[config.mk]
export PLATFORM = sky130hd
export DESIGN_NAME = pwm_duty_fade_ramp_top
export DESIGN_NICKNAME = d
export VERILOG_FILES = /design/src/hdl/pdfr_pkg.sv /design/src/hdl/pdfr_dpath.sv /design/src/hdl/pdfr_ctrl.sv /design/src/hdl/pwm_duty_fade_ramp_top.sv
export SDC_FILE = /design/constraint.sdc
export NUM_CORES = 1
export LEC_CHECK = 0
export ABC_AREA = 1
export BUFFER_PORTS_ARGS = -buffer_cell sky130_fd_sc_hd__buf_2
export CAP_MARGIN = 10
export CORE_ASPECT_RATIO = 1.2
export CORE_MARGIN = 1.5
export CORE_UTILIZATION = 59
export DETAILED_ROUTE_END_ITERATION = 8
export MAX_ROUTING_LAYER = met4
export PLACE_DENSITY = 0.76
export RECOVER_POWER = 100
export SLEW_MARGIN = 20
export SYNTH_ARGS = -nofsm -noshare
export SYNTH_HDL_FRONTEND = slang
export SYNTH_HIERARCHICAL = 1
export SYNTH_SLANG_ARGS = --single-unit
[constraint.sdc]
create_clock -name clock -period 5.6 [get_ports clock]
set_input_delay 0.84 -clock clock [delete_from_list [all_inputs] [get_ports clock]]
set_output_delay 0.84 -clock clock [all_outputs]
set_load 0.02 [all_outputs]
[src/hdl/pdfr_pkg.sv]
// Package for the PWM duty fade ramp: fixed field widths, scaling constants,
// reciprocal constants for the constant divisions, and controller/datapath structs.
// No dependencies.
package pdfr_pkg;

   localparam int TICK_MS    = 10;
   localparam int DUTY_SCALE = 10;

   localparam int DEST_W = 8;
   localparam int TIME_W = 16;

   localparam int DUTY_MAX = (2**DEST_W - 1) * DUTY_SCALE;
   localparam int DUTY_W   = $clog2(DUTY_MAX + 1);
   localparam int STEP_W   = DUTY_W + 1;
   localparam int SUM_W    = DUTY_W + 2;

   localparam int TICKS_MAX = (2**TIME_W - 1) / TICK_MS;
   localparam int TICKS_W   = $clog2(TICKS_MAX + 1);

   localparam int DSC_SH  = DUTY_W + $clog2(DUTY_SCALE);
   localparam int DREC    = (2**DSC_SH + DUTY_SCALE - 1) / DUTY_SCALE;
   localparam int DREC_W  = $clog2(DREC + 1);
   localparam int DPROD_W = DUTY_W + DREC_W;

   localparam int TCK_SH  = TIME_W + $clog2(TICK_MS);
   localparam int TREC    = (2**TCK_SH + TICK_MS - 1) / TICK_MS;
   localparam int TREC_W  = $clog2(TREC + 1);
   localparam int TPROD_W = TIME_W + TREC_W;

   localparam int CNT_W = $clog2(DUTY_W);

   typedef struct packed {
      logic load;
      logic do_tick;
      logic do_eval;
      logic div_step;
      logic do_fin;
      logic out_load;
   } pdfr_cmd_type;

   typedef struct packed {
      logic match;
      logic quick;
   } pdfr_stat_type;

endpackage

[src/hdl/pdfr_dpath.sv]
// Datapath of the PWM duty fade ramp: duty, step and target registers, the
// serial step divider and the result beat registers. Uses pdfr_pkg.
module pdfr_dpath (
   input  logic                       clock,
   input  logic                       reset,
   input  pdfr_pkg::pdfr_cmd_type     cmd,
   output pdfr_pkg::pdfr_stat_type    stat,
   input  logic [pdfr_pkg::DEST_W-1:0] req_dest_duty,
   input  logic [pdfr_pkg::TIME_W-1:0] req_fade_time_ms,
   output logic [pdfr_pkg::DEST_W-1:0] rsp_duty_out,
   output logic                       rsp_fading
);

   logic [pdfr_pkg::DUTY_W-1:0]         duty_ff, duty_in;
   logic signed [pdfr_pkg::STEP_W-1:0]  step_ff, step_in;
   logic [pdfr_pkg::DUTY_W-1:0]         target_ff, target_in;
   logic [pdfr_pkg::DUTY_W-1:0]         goal_ff;
   logic [pdfr_pkg::TICKS_W-1:0]        ticks_ff;
   logic                                quick_ff;
   logic                                neg_ff, neg_in;
   logic [pdfr_pkg::DUTY_W-1:0]         dvd_ff, dvd_in;
   logic [pdfr_pkg::TICKS_W-1:0]        rem_ff, rem_in;
   logic [pdfr_pkg::DEST_W-1:0]         duty_out_ff;
   logic                                fading_ff;

   logic [pdfr_pkg::TPROD_W-1:0]        tprod;
   logic [pdfr_pkg::DPROD_W-1:0]        dprod;
   logic [pdfr_pkg::DUTY_W:0]           goal_hi;
   logic signed [pdfr_pkg::SUM_W-1:0]   sum;
   logic signed [pdfr_pkg::SUM_W-1:0]   tgt_s;
   logic                                reached;
   logic [pdfr_pkg::TICKS_W:0]          trial;
   logic                                ge;
   logic [pdfr_pkg::DUTY_W-1:0]         mag;

   assign tprod = pdfr_pkg::TPROD_W'(req_fade_time_ms)
                * pdfr_pkg::TPROD_W'(pdfr_pkg::TREC);
   assign dprod = pdfr_pkg::DPROD_W'(duty_ff) * pdfr_pkg::DPROD_W'(pdfr_pkg::DREC);

   assign goal_hi    = {1'b0, goal_ff} + (pdfr_pkg::DUTY_W+1)'(pdfr_pkg::DUTY_SCALE);
   assign stat.match = (duty_ff >= goal_ff) && ({1'b0, duty_ff} < goal_hi);
   assign stat.quick = quick_ff;

   assign sum = $signed({2'b00, duty_ff})
              + $signed({{(pdfr_pkg::SUM_W-pdfr_pkg::STEP_W){step_ff[pdfr_pkg::STEP_W-1]}},
                         step_ff});
   assign tgt_s   = $signed({2'b00, target_ff});
   assign reached = step_ff[pdfr_pkg::STEP_W-1] ? (sum <= tgt_s) : (sum >= tgt_s);

   assign trial = {rem_ff, dvd_ff[pdfr_pkg::DUTY_W-1]};
   assign ge    = trial >= {1'b0, ticks_ff};
   assign mag   = (dvd_ff == '0) ? pdfr_pkg::DUTY_W'(1) : dvd_ff;

   always_comb begin
      duty_in   = duty_ff;
      step_in   = step_ff;
      target_in = target_ff;
      neg_in    = neg_ff;
      dvd_in    = dvd_ff;
      rem_in    = rem_ff;
      if (cmd.do_tick && step_ff != '0) begin
         if (reached) begin
            duty_in = target_ff;
            step_in = '0;
         end else begin
            duty_in = sum[pdfr_pkg::DUTY_W-1:0];
         end
      end
      if (cmd.do_eval && !stat.match) begin
         if (quick_ff) begin
            duty_in   = goal_ff;
            target_in = goal_ff;
            step_in   = '0;
         end else begin
            neg_in = goal_ff < duty_ff;
            dvd_in = (goal_ff < duty_ff) ? duty_ff - goal_ff : goal_ff - duty_ff;
            rem_in = '0;
         end
      end
      if (cmd.div_step) begin
         rem_in = ge ? pdfr_pkg::TICKS_W'(trial - {1'b0, ticks_ff})
                     : trial[pdfr_pkg::TICKS_W-1:0];
         dvd_in = {dvd_ff[pdfr_pkg::DUTY_W-2:0], ge};
      end
      if (cmd.do_fin) begin
         step_in   = neg_ff ? -$signed({1'b0, mag}) : $signed({1'b0, mag});
         target_in = goal_ff;
      end
   end

   always_ff @(posedge clock) begin
      if (reset) begin
         duty_ff   <= '0;
         step_ff   <= '0;
         target_ff <= '0;
      end else begin
         duty_ff   <= duty_in;
         step_ff   <= step_in;
         target_ff <= target_in;
      end
   end

   always_ff @(posedge clock) begin
      neg_ff <= neg_in;
      dvd_ff <= dvd_in;
      rem_ff <= rem_in;
      if (cmd.load) begin
         goal_ff  <= pdfr_pkg::DUTY_W'(req_dest_duty) * pdfr_pkg::DUTY_W'(pdfr_pkg::DUTY_SCALE);
         ticks_ff <= tprod[pdfr_pkg::TCK_SH +: pdfr_pkg::TICKS_W];
         quick_ff <= req_fade_time_ms <= pdfr_pkg::TIME_W'(pdfr_pkg::TICK_MS);
      end
      if (cmd.out_load) begin
         duty_out_ff <= dprod[pdfr_pkg::DSC_SH +: pdfr_pkg::DEST_W];
         fading_ff   <= step_ff != '0;
      end
   end

   assign rsp_duty_out = duty_out_ff;
   assign rsp_fading   = fading_ff;

   a_duty_range: assert property (@(posedge clock) disable iff (reset)
      duty_ff <= pdfr_pkg::DUTY_W'(pdfr_pkg::DUTY_MAX))
      else $error("duty left its range");
   a_idle_at_target: assert property (@(posedge clock) disable iff (reset)
      step_ff == '0 && !cmd.do_fin && !cmd.do_eval |=> step_ff == '0)
      else $error("step started without a fade command");

endmodule

[src/hdl/pdfr_ctrl.sv]
// Controller of the PWM duty fade ramp: sequences tick, fade evaluation,
// serial division and the result beat. Uses pdfr_pkg.
module pdfr_ctrl (
   input  logic                    clock,
   input  logic                    reset,
   input  logic                    req_valid,
   output logic                    req_stall,
   input  logic                    req_func,
   output logic                    rsp_valid,
   input  logic                    rsp_stall,
   output pdfr_pkg::pdfr_cmd_type  cmd,
   input  pdfr_pkg::pdfr_stat_type stat
);

   localparam logic [2:0] ST_IDLE = 3'd0;
   localparam logic [2:0] ST_TICK = 3'd1;
   localparam logic [2:0] ST_EVAL = 3'd2;
   localparam logic [2:0] ST_DIV  = 3'd3;
   localparam logic [2:0] ST_FIN  = 3'd4;
   localparam logic [2:0] ST_OUT  = 3'd5;

   logic [2:0]                 state_ff, state_in;
   logic [pdfr_pkg::CNT_W-1:0] cnt_ff, cnt_in;
   logic                       rsp_valid_ff, rsp_valid_in;
   logic                       slot_free;

   assign slot_free = !rsp_valid_ff || !rsp_stall;
   assign req_stall = state_ff != ST_IDLE;

   always_comb begin
      state_in     = state_ff;
      cnt_in       = cnt_ff;
      rsp_valid_in = rsp_valid_ff && rsp_stall;
      cmd          = '0;
      unique case (state_ff)
         ST_IDLE: begin
            if (req_valid) begin
               cmd.load = 1'b1;
               state_in = req_func ? ST_EVAL : ST_TICK;
            end
         end
         ST_TICK: begin
            cmd.do_tick = 1'b1;
            state_in    = ST_OUT;
         end
         ST_EVAL: begin
            cmd.do_eval = 1'b1;
            cnt_in      = pdfr_pkg::CNT_W'(pdfr_pkg::DUTY_W - 1);
            state_in    = (stat.match || stat.quick) ? ST_OUT : ST_DIV;
         end
         ST_DIV: begin
            cmd.div_step = 1'b1;
            cnt_in       = cnt_ff - 1'b1;
            if (cnt_ff == '0) begin
               state_in = ST_FIN;
            end
         end
         ST_FIN: begin
            cmd.do_fin = 1'b1;
            state_in   = ST_OUT;
         end
         ST_OUT: begin
            if (slot_free) begin
               cmd.out_load = 1'b1;
               rsp_valid_in = 1'b1;
               state_in     = ST_IDLE;
            end
         end
         default: state_in = ST_IDLE;
      endcase
   end

   always_ff @(posedge clock) begin
      if (reset) begin
         state_ff     <= ST_IDLE;
         rsp_valid_ff <= 1'b0;
      end else begin
         state_ff     <= state_in;
         rsp_valid_ff <= rsp_valid_in;
      end
   end

   always_ff @(posedge clock) begin
      cnt_ff <= cnt_in;
   end

   assign rsp_valid = rsp_valid_ff;

   a_one_in_flight: assert property (@(posedge clock) disable iff (reset)
      req_valid && !req_stall |=> req_stall)
      else $error("second beat taken while one is in flight");
   a_div_ends: assert property (@(posedge clock) disable iff (reset)
      state_ff == ST_DIV && cnt_ff == '0 |=> state_ff == ST_FIN)
      else $error("divider overran its count");
   a_no_overwrite: assert property (@(posedge clock) disable iff (reset)
      cmd.out_load |-> !(rsp_valid_ff && rsp_stall))
      else $error("result beat overwritten while stalled");

endmodule

[src/hdl/pwm_duty_fade_ramp_top.sv]
// A tick beat, a fade command already at target and a quick fade go from their tick or
// evaluation state straight to the result beat; any other fade command first computes
// its step in the one-bit-per-cycle restoring divider. One beat at a time: a new request
// is taken only once the result beat is loaded, which waits while a beat is stalled.
// Reset: synchronous, active high; clears duty, step and target to zero, no beat pending.
// Top level of the PWM duty fade ramp; instantiates pdfr_ctrl and pdfr_dpath.
module pwm_duty_fade_ramp_top (
   input  logic                        clock,
   input  logic                        reset,
   input  logic                        req_valid,
   output logic                        req_stall,
   input  logic                        req_func,
   input  logic [pdfr_pkg::DEST_W-1:0] req_dest_duty,
   input  logic [pdfr_pkg::TIME_W-1:0] req_fade_time_ms,
   output logic                        rsp_valid,
   input  logic                        rsp_stall,
   output logic [pdfr_pkg::DEST_W-1:0] rsp_duty_out,
   output logic                        rsp_fading
);

   pdfr_pkg::pdfr_cmd_type  cmd;
   pdfr_pkg::pdfr_stat_type stat;

   pdfr_ctrl u_ctrl (
      .clock     (clock),
      .reset     (reset),
      .req_valid (req_valid),
      .req_stall (req_stall),
      .req_func  (req_func),
      .rsp_valid (rsp_valid),
      .rsp_stall (rsp_stall),
      .cmd       (cmd),
      .stat      (stat)
   );

   pdfr_dpath u_dpath (
      .clock            (clock),
      .reset            (reset),
      .cmd              (cmd),
      .stat             (stat),
      .req_dest_duty    (req_dest_duty),
      .req_fade_time_ms (req_fade_time_ms),
      .rsp_duty_out     (rsp_duty_out),
      .rsp_fading       (rsp_fading)
   );

endmodule
* Word-level counts from Yosys, hierarchy flattened
Cells that the tools add are included.
Operators by class: muxes and demuxes 40, $add $sub $neg 7, reduce and logical (&&, ||, !) cells 23, bitwise logic cells 1, magnitude comparators 7, equality and inequality tests 9, multipliers 3
Operators by type and width (number):
- 12-bit 2-to-1 mux | 12
- 13-bit 2-to-1 mux | 10
- 16-bit by 16-bit multiplier with 32-bit output, second input constant | 1
- 14-bit by 13-bit >= comparator with 1-bit output | 2
- 12-bit subtractor | 2
- 12-bit by 12-bit multiplier with 23-bit output, second input constant | 1
- 16-bit by 4-bit less-or-equal comparator with 1-bit output, second input constant | 1
- 3-bit case mux with 5 select lines | 1
- 13-bit by 13-bit adder with 14-bit output | 1
- 14-bit by 13-bit less-or-equal comparator with 1-bit output | 1
- 12-bit by 4-bit adder with 13-bit output, second input constant | 1
- 12-bit by 13-bit less-than comparator with 1-bit output | 1
- 12-bit negator with 13-bit output | 1
- 13-bit nonzero test | 1
- 13-bit subtractor | 1
- 12-bit >= comparator | 1
- 12-bit zero test | 1
- 12-bit less-than comparator | 1
- 3-bit 2-to-1 mux | 4
- 8-bit by 3-bit multiplier with 11-bit output, second input constant | 1
- 1-bit 2-to-1 mux | 11
- 4-bit case mux with 2 select lines | 1
- 2-bit nonzero test | 4
- 3-bit by 2-bit equality test with 1-bit output, second input constant | 2
- other kinds (16) | 27
Storage, ports and cells: register bits after elaboration 105, bits of input ports 29, output and inout bits 11

* Longest topological paths before layout
depth after elaboration 8, mapped depth 25

* Modules after synthesis
Netlist, hierarchy kept.
By module, submodules not included:
- pdfr_dpath | times used 1, area each 15402.3 um^2, cells an instance 1883
- pdfr_ctrl | times used 1, area each 485.5 um^2, cells an instance 69

* Worst setup path before layout
Ideal clock, no wire load.
path kind input to register, from in req_fade_time_ms[4] (netlist bit), to reg u_dpath/ticks_ff[11] (netlist bit) (data pin), stages 21, setup slack 0.186 ns, data required time 5.338 ns, arrival 5.151 ns, setup time 0.262 ns, path through inv_1 -> ha_1 -> xor2_1 -> ha_1 -> fa_1 -> inv_1 -> fa_1 -> inv_1 -> fa_1 -> inv_1 -> fa_1 -> inv_1 -> ha_1 -> nand2_1 -> nor2_1 -> inv_1 -> nor2_1 -> nand3_1 -> o211ai_1 -> a21oi_1 -> xor2_1
On the way: longest elaborated chain between the ends 1
Ends and longest elaborated chain:
- start: declaration | line pwm_duty_fade_ramp_top.sv:14 | input logic [pdfr_pkg::TIME_W-1:0] req_fade_time_ms,
- 16-bit by 16-bit multiplier with 32-bit output | line pdfr_dpath.sv:37 | * pdfr_pkg::TPROD_W'(pdfr_pkg::TREC);
- named net u_dpath.tprod, one bit | line pdfr_dpath.sv:26 | logic [pdfr_pkg::TPROD_W-1:0] tprod;
- end signal: assignment | line pdfr_dpath.sv:109 | ticks_ff <= tprod[pdfr_pkg::TCK_SH +: pdfr_pkg::TICKS_W];
- end: declaration | line pdfr_dpath.sv:18 | logic [pdfr_pkg::TICKS_W-1:0] ticks_ff;
The timed path passes the listed nets, and every way through them passes these cells. A chain may end at the register's enable or synchronous reset.

* Worst setup path after layout
Same ends and word-level chain as after synthesis.

==> results.md <==
Run status:
- The run finished, with violations left.
- The final reports fail on max-capacitance violations.

Route:
- In the routed layout, each cell is associated on average with a via count of 5.51.
- For this run, design rule violations remaining after detail routing come to 0.
- For this block, the routed nets add up to a little under 40000 µm of wire.
- In the final routed layout, each cell accounts on average for between 15 and 20 µm.
- Across all layers, the routed design uses about 13000 vias.
- The remaining antenna violation count after routing is 0.
- The first-iteration detailed-routing DRC count is about 570.
- The first TritonRoute pass finished after 6 iterations.

Synthesis:
- For this run, the register share of the synthesized area comes to 0.171.
- The cell area that synthesis handed to floorplanning was between 15000 and 20000 µm².
- Of the total synthesized cell area, the portion taken by full adders, half adders and majority gates is 0.395.
- The largest family of logic cells by synthesized area is adder cells.
- The Yosys step of the flow raised 6 warnings.
- Counting flops and latches in the post-synthesis netlist gives ~100.
- In the synthesized netlist the dominant register cell turns out to be edfxtp_1.
- The average size of a mapped cell is 8.14 µm².
- In the synthesized netlist, the number of instances is 1952.
- The net count after synthesis is 2409.
- The compound-cell area share of the yosys netlist is 0.113.
- The portion of synthesized area spent on multiplexers is 0.
- Yosys attributes the largest share of cell area to ha_1 (24%), fa_1 (15%), edfxtp_1 (12%).
- The top-area cell type share of the netlist area is 0.241.
- After synthesis, the most frequently instantiated cells are inv_1 (420), ha_1 (306), nand2_1 (296).
- Of the total synthesized cell area, the portion taken by AND, OR, NAND and NOR gates is 0.165.
- Of the total synthesized cell area, the portion taken by XOR and XNOR cells is 0.0436.
- In this run, distinct cell masters in the synthesized netlist total 50.
- For this run, asynchronously set or reset flops after synthesis account for 0.
- Counting flops with a built-in enable in the synthesized netlist gives 64.
- The dominant cell type by area after synthesis is ha_1.
- Yosys instantiated no cell more often than inv_1.

GRT:
- The number of antenna violations at the first check in global routing is 0.
- Entering global routing, the biggest net connects 27 pins.
- The all-layer global routing usage is 0.296.
- The number of global-route vias before repair is approximately 14000.
- The overall overflow remaining after global route is 0.
- The first global-routing pass estimated roughly 64000 µm of wire.

Setup path:
- The arrival time reported for the critical path endpoint is ~5.5 ns.
- The logic depth of the worst path, buffers included is 22.
- Along the worst path, the maximum fanout reaches 4.
- The combined buffer and inverter count along the critical path is 7.
- Among all stages on the critical path, the largest delay is contributed by fa_1.
- The most numerous cell type found on the critical path is inv_1.
- The critical path is of the input port to register type.
- STA puts the critical path data required time at approximately 5.7 ns.
- The critical path goes through buf_2 -> inv_1 -> ha_1 -> xor2_1 -> ha_1 -> fa_1 -> inv_1 -> fa_1 -> inv_1 -> fa_1 -> inv_1 -> fa_1 -> inv_1 -> ha_1 -> nand2_1 -> nor2_1 -> inv_1 -> nor2_2 -> nand3_1 -> o211ai_1 -> a21oi_1 -> xor2_1.
- The family with the most delay on the worst path is adder cells.
- The worst-case register-to-register setup slack is between 0.5 and 0.6 ns.
- On the worst path, the slowest cell contributes a delay of roughly 0.53 ns.
- The startpoint type of the worst setup path is an input port.
- The worst setup path is captured at a register.
- The logic depth of the worst register-to-register path is 23.

Hold path:
- The hold-critical path depth is 2.
- The tightest min-delay check is of the register to register type.

Layout:
- At the end of the flow, the number of nets in the layout was 2504.
- The area growth from synthesis to final layout is 7.33%.
- The fraction of final layout cells with drive strength greater than 1 is 0.0858.
- The antenna cell count is 0.
- The post-layout instance count excluding filler cells is ~2400.
- With fillers left out, the area of the finished cells amounts to between 15000 and 20000 µm².

Die:
- The floorplan die height is ~180 µm.
- The floorplan has 65 rows.
- The floorplan die area is 27900 µm².
- For this configuration, the core starts out at a cell density of 0.603.
- In this run the standard cell core region covers between 20000 and 30000 µm².
- Measured along the x axis, the die boundary spans roughly 150 µm.
- The number of top-level pins is 40.

CTS:
- The number of hold buffers added after CTS was 0.
- The clock net in this run drives a total of around 100 sinks.
- Clock tree synthesis selected as its root buffer the cell clkbuf_16.
- The clock latency on the worst-skew pair is 0.36 ns.
- The TritonCTS clock tree is yes.
- The clock buffer count from CTS is 9.
- The buffer levels on the longest clock path is 2.
- After clock tree synthesis, the clock-pin slew on the worst setup and hold paths is 0.07 ns.
- The deepest level of the CTS H-tree is 3.

Placement:
- Routability-driven placement finished with a final weighted congestion of 1.01.
- The number of placed instances, taps included, is approximately 2400.
- The standard cell area after detailed placement is about 17000 µm².
- At the placement stage, the worst setup path has a slack of -0.210 ns.
- Summed over all nets, the half-perimeter wirelength after detailed placement is roughly 33000 µm.
- During placement, the flow inserted port buffers numbering 39.

Timing:
- The number of failing hold endpoints at the final stage is 0.
- Headroom to the max-slew limit came out at 0.00962.
- Once routing completed, OpenROAD measured the worst setup slack at 0.184 ns.
- After layout, the minimum clock period comes to around 5.4 ns.
- For the pin with the worst max-slew slack, the measured transition is around 1.5 ns.
- The highest achievable clock rate is between 0.15 and 0.2 GHz.
- The total count of max-transition violations in the final report was 0.
- Dividing the final minimum period by the clock period gives 0.967.
- Setup violations remaining at the end of the flow were counted as 0.
- Clock skew on the completed layout was measured at 0.0117 ns.

Flow run:
- The number of violations of the max-capacitance limit is 1.
==> cells in the final DEF (no fill, tap or decap), drive strengths merged, types with 34 or more instances in the layout <==
| cell type | count |
|---|---|
| inv | 430 |
| xor2 | 61 |
| buf | 95 |
| nand4 | 34 |
| nor2 | 100 |
| nand2 | 316 |
| fa | 122 |
| a21oi | 151 |
| nand3 | 93 |
| edfxtp | 64 |
| o21ai | 106 |
| dfxtp | 40 |
| ha | 306 |
==> area by class of cell <==
class / instances / area, µm²
Inverter: 428 / 1610
Multi-Input combinational cell: 1387 / 11300
Clock inverter: 6 / 66.3
Clock buffer: 9 / 225
Sequential cell: 104 / 2720
Fill cell: 2310 / 9300
Tap cell: 335 / 419
Timing Repair Buffer: 117 / 742
==> worst min-delay path, delay by kind of cell (launching register included) <==
kind            cells  cell delay, ns
compound gates      2            0.17
flops               1            0.33
==> flip-flops by register name, summed over array words and instances (netlist names) <==
signal	cells
u_dpath/rem_ff	13
u_dpath/step_ff	13
u_dpath/ticks_ff	13
u_dpath/duty_ff	12
u_dpath/dvd_ff	12
u_dpath/goal_ff	11
u_dpath/target_ff	11
u_dpath/rsp_duty_out	8
u_ctrl/cnt_ff	4
u_ctrl/state_ff	3
u_ctrl/rsp_valid	1
u_dpath/neg_ff	1
u_dpath/quick_ff	1
u_dpath/rsp_fading	1
==> per-layer routing <==
| metal | GRT usage | up-vias | share of wire |
|---|---|---|---|
| met5 | - | - | 0 |
| met4 | 0.165 | 0 | 0.059 |
| met3 | 0.0239 | 136 | 0.028 |
| met2 | 0.560 | 331 | 0.53 |
| met1 | 0.301 | 6158 | 0.38 |
| li1 | - | 6517 | - |
==> worst paths after layout <==
check                                          start                   end
worst max-delay path             req_fade_time_ms[4]  u_dpath/ticks_ff[11]
worst min-delay path            u_dpath/target_ff[7]  u_dpath/target_ff[7]
worst max register to register    u_dpath/duty_ff[0]    u_dpath/step_ff[3]
worst min register to register  u_dpath/target_ff[7]  u_dpath/target_ff[7]
==> cells by family after synthesis <==
| group | Yosys count |
|---|---|
| simple gates | 570 |
| buf+inv | 461 |
| fa+ha+maj | 428 |
| compound gates | 310 |
| flops | 104 |
| xor+xnor | 79 |
==> stage by stage <==
step / hold WS, ns / util / setup TNS (ns)
final: 0.533 / 0.647 / 0
after global routing: 0.557 / 0.647 / -0.0151
after global placement: 0.506 / 0.641 / -0.352
after CTS: 0.529 / 0.652 / 0
after floorplan: 0.464 / - / 0
after detailed placement: 0.513 / 0.641 / -1.18
==> what timing repair did <==
| action | 4_1_cts | 5_1_grt |
|---|---|---|
| resized for setup | 0 | 9 |
| setup buffers | 0 | 1 |
| endpoints found under the setup margin | 0 | 6 |
Power is left out: the tool's default activity adds up to more than one toggle a clock period on the data nets, which glitch-free logic cannot reach.
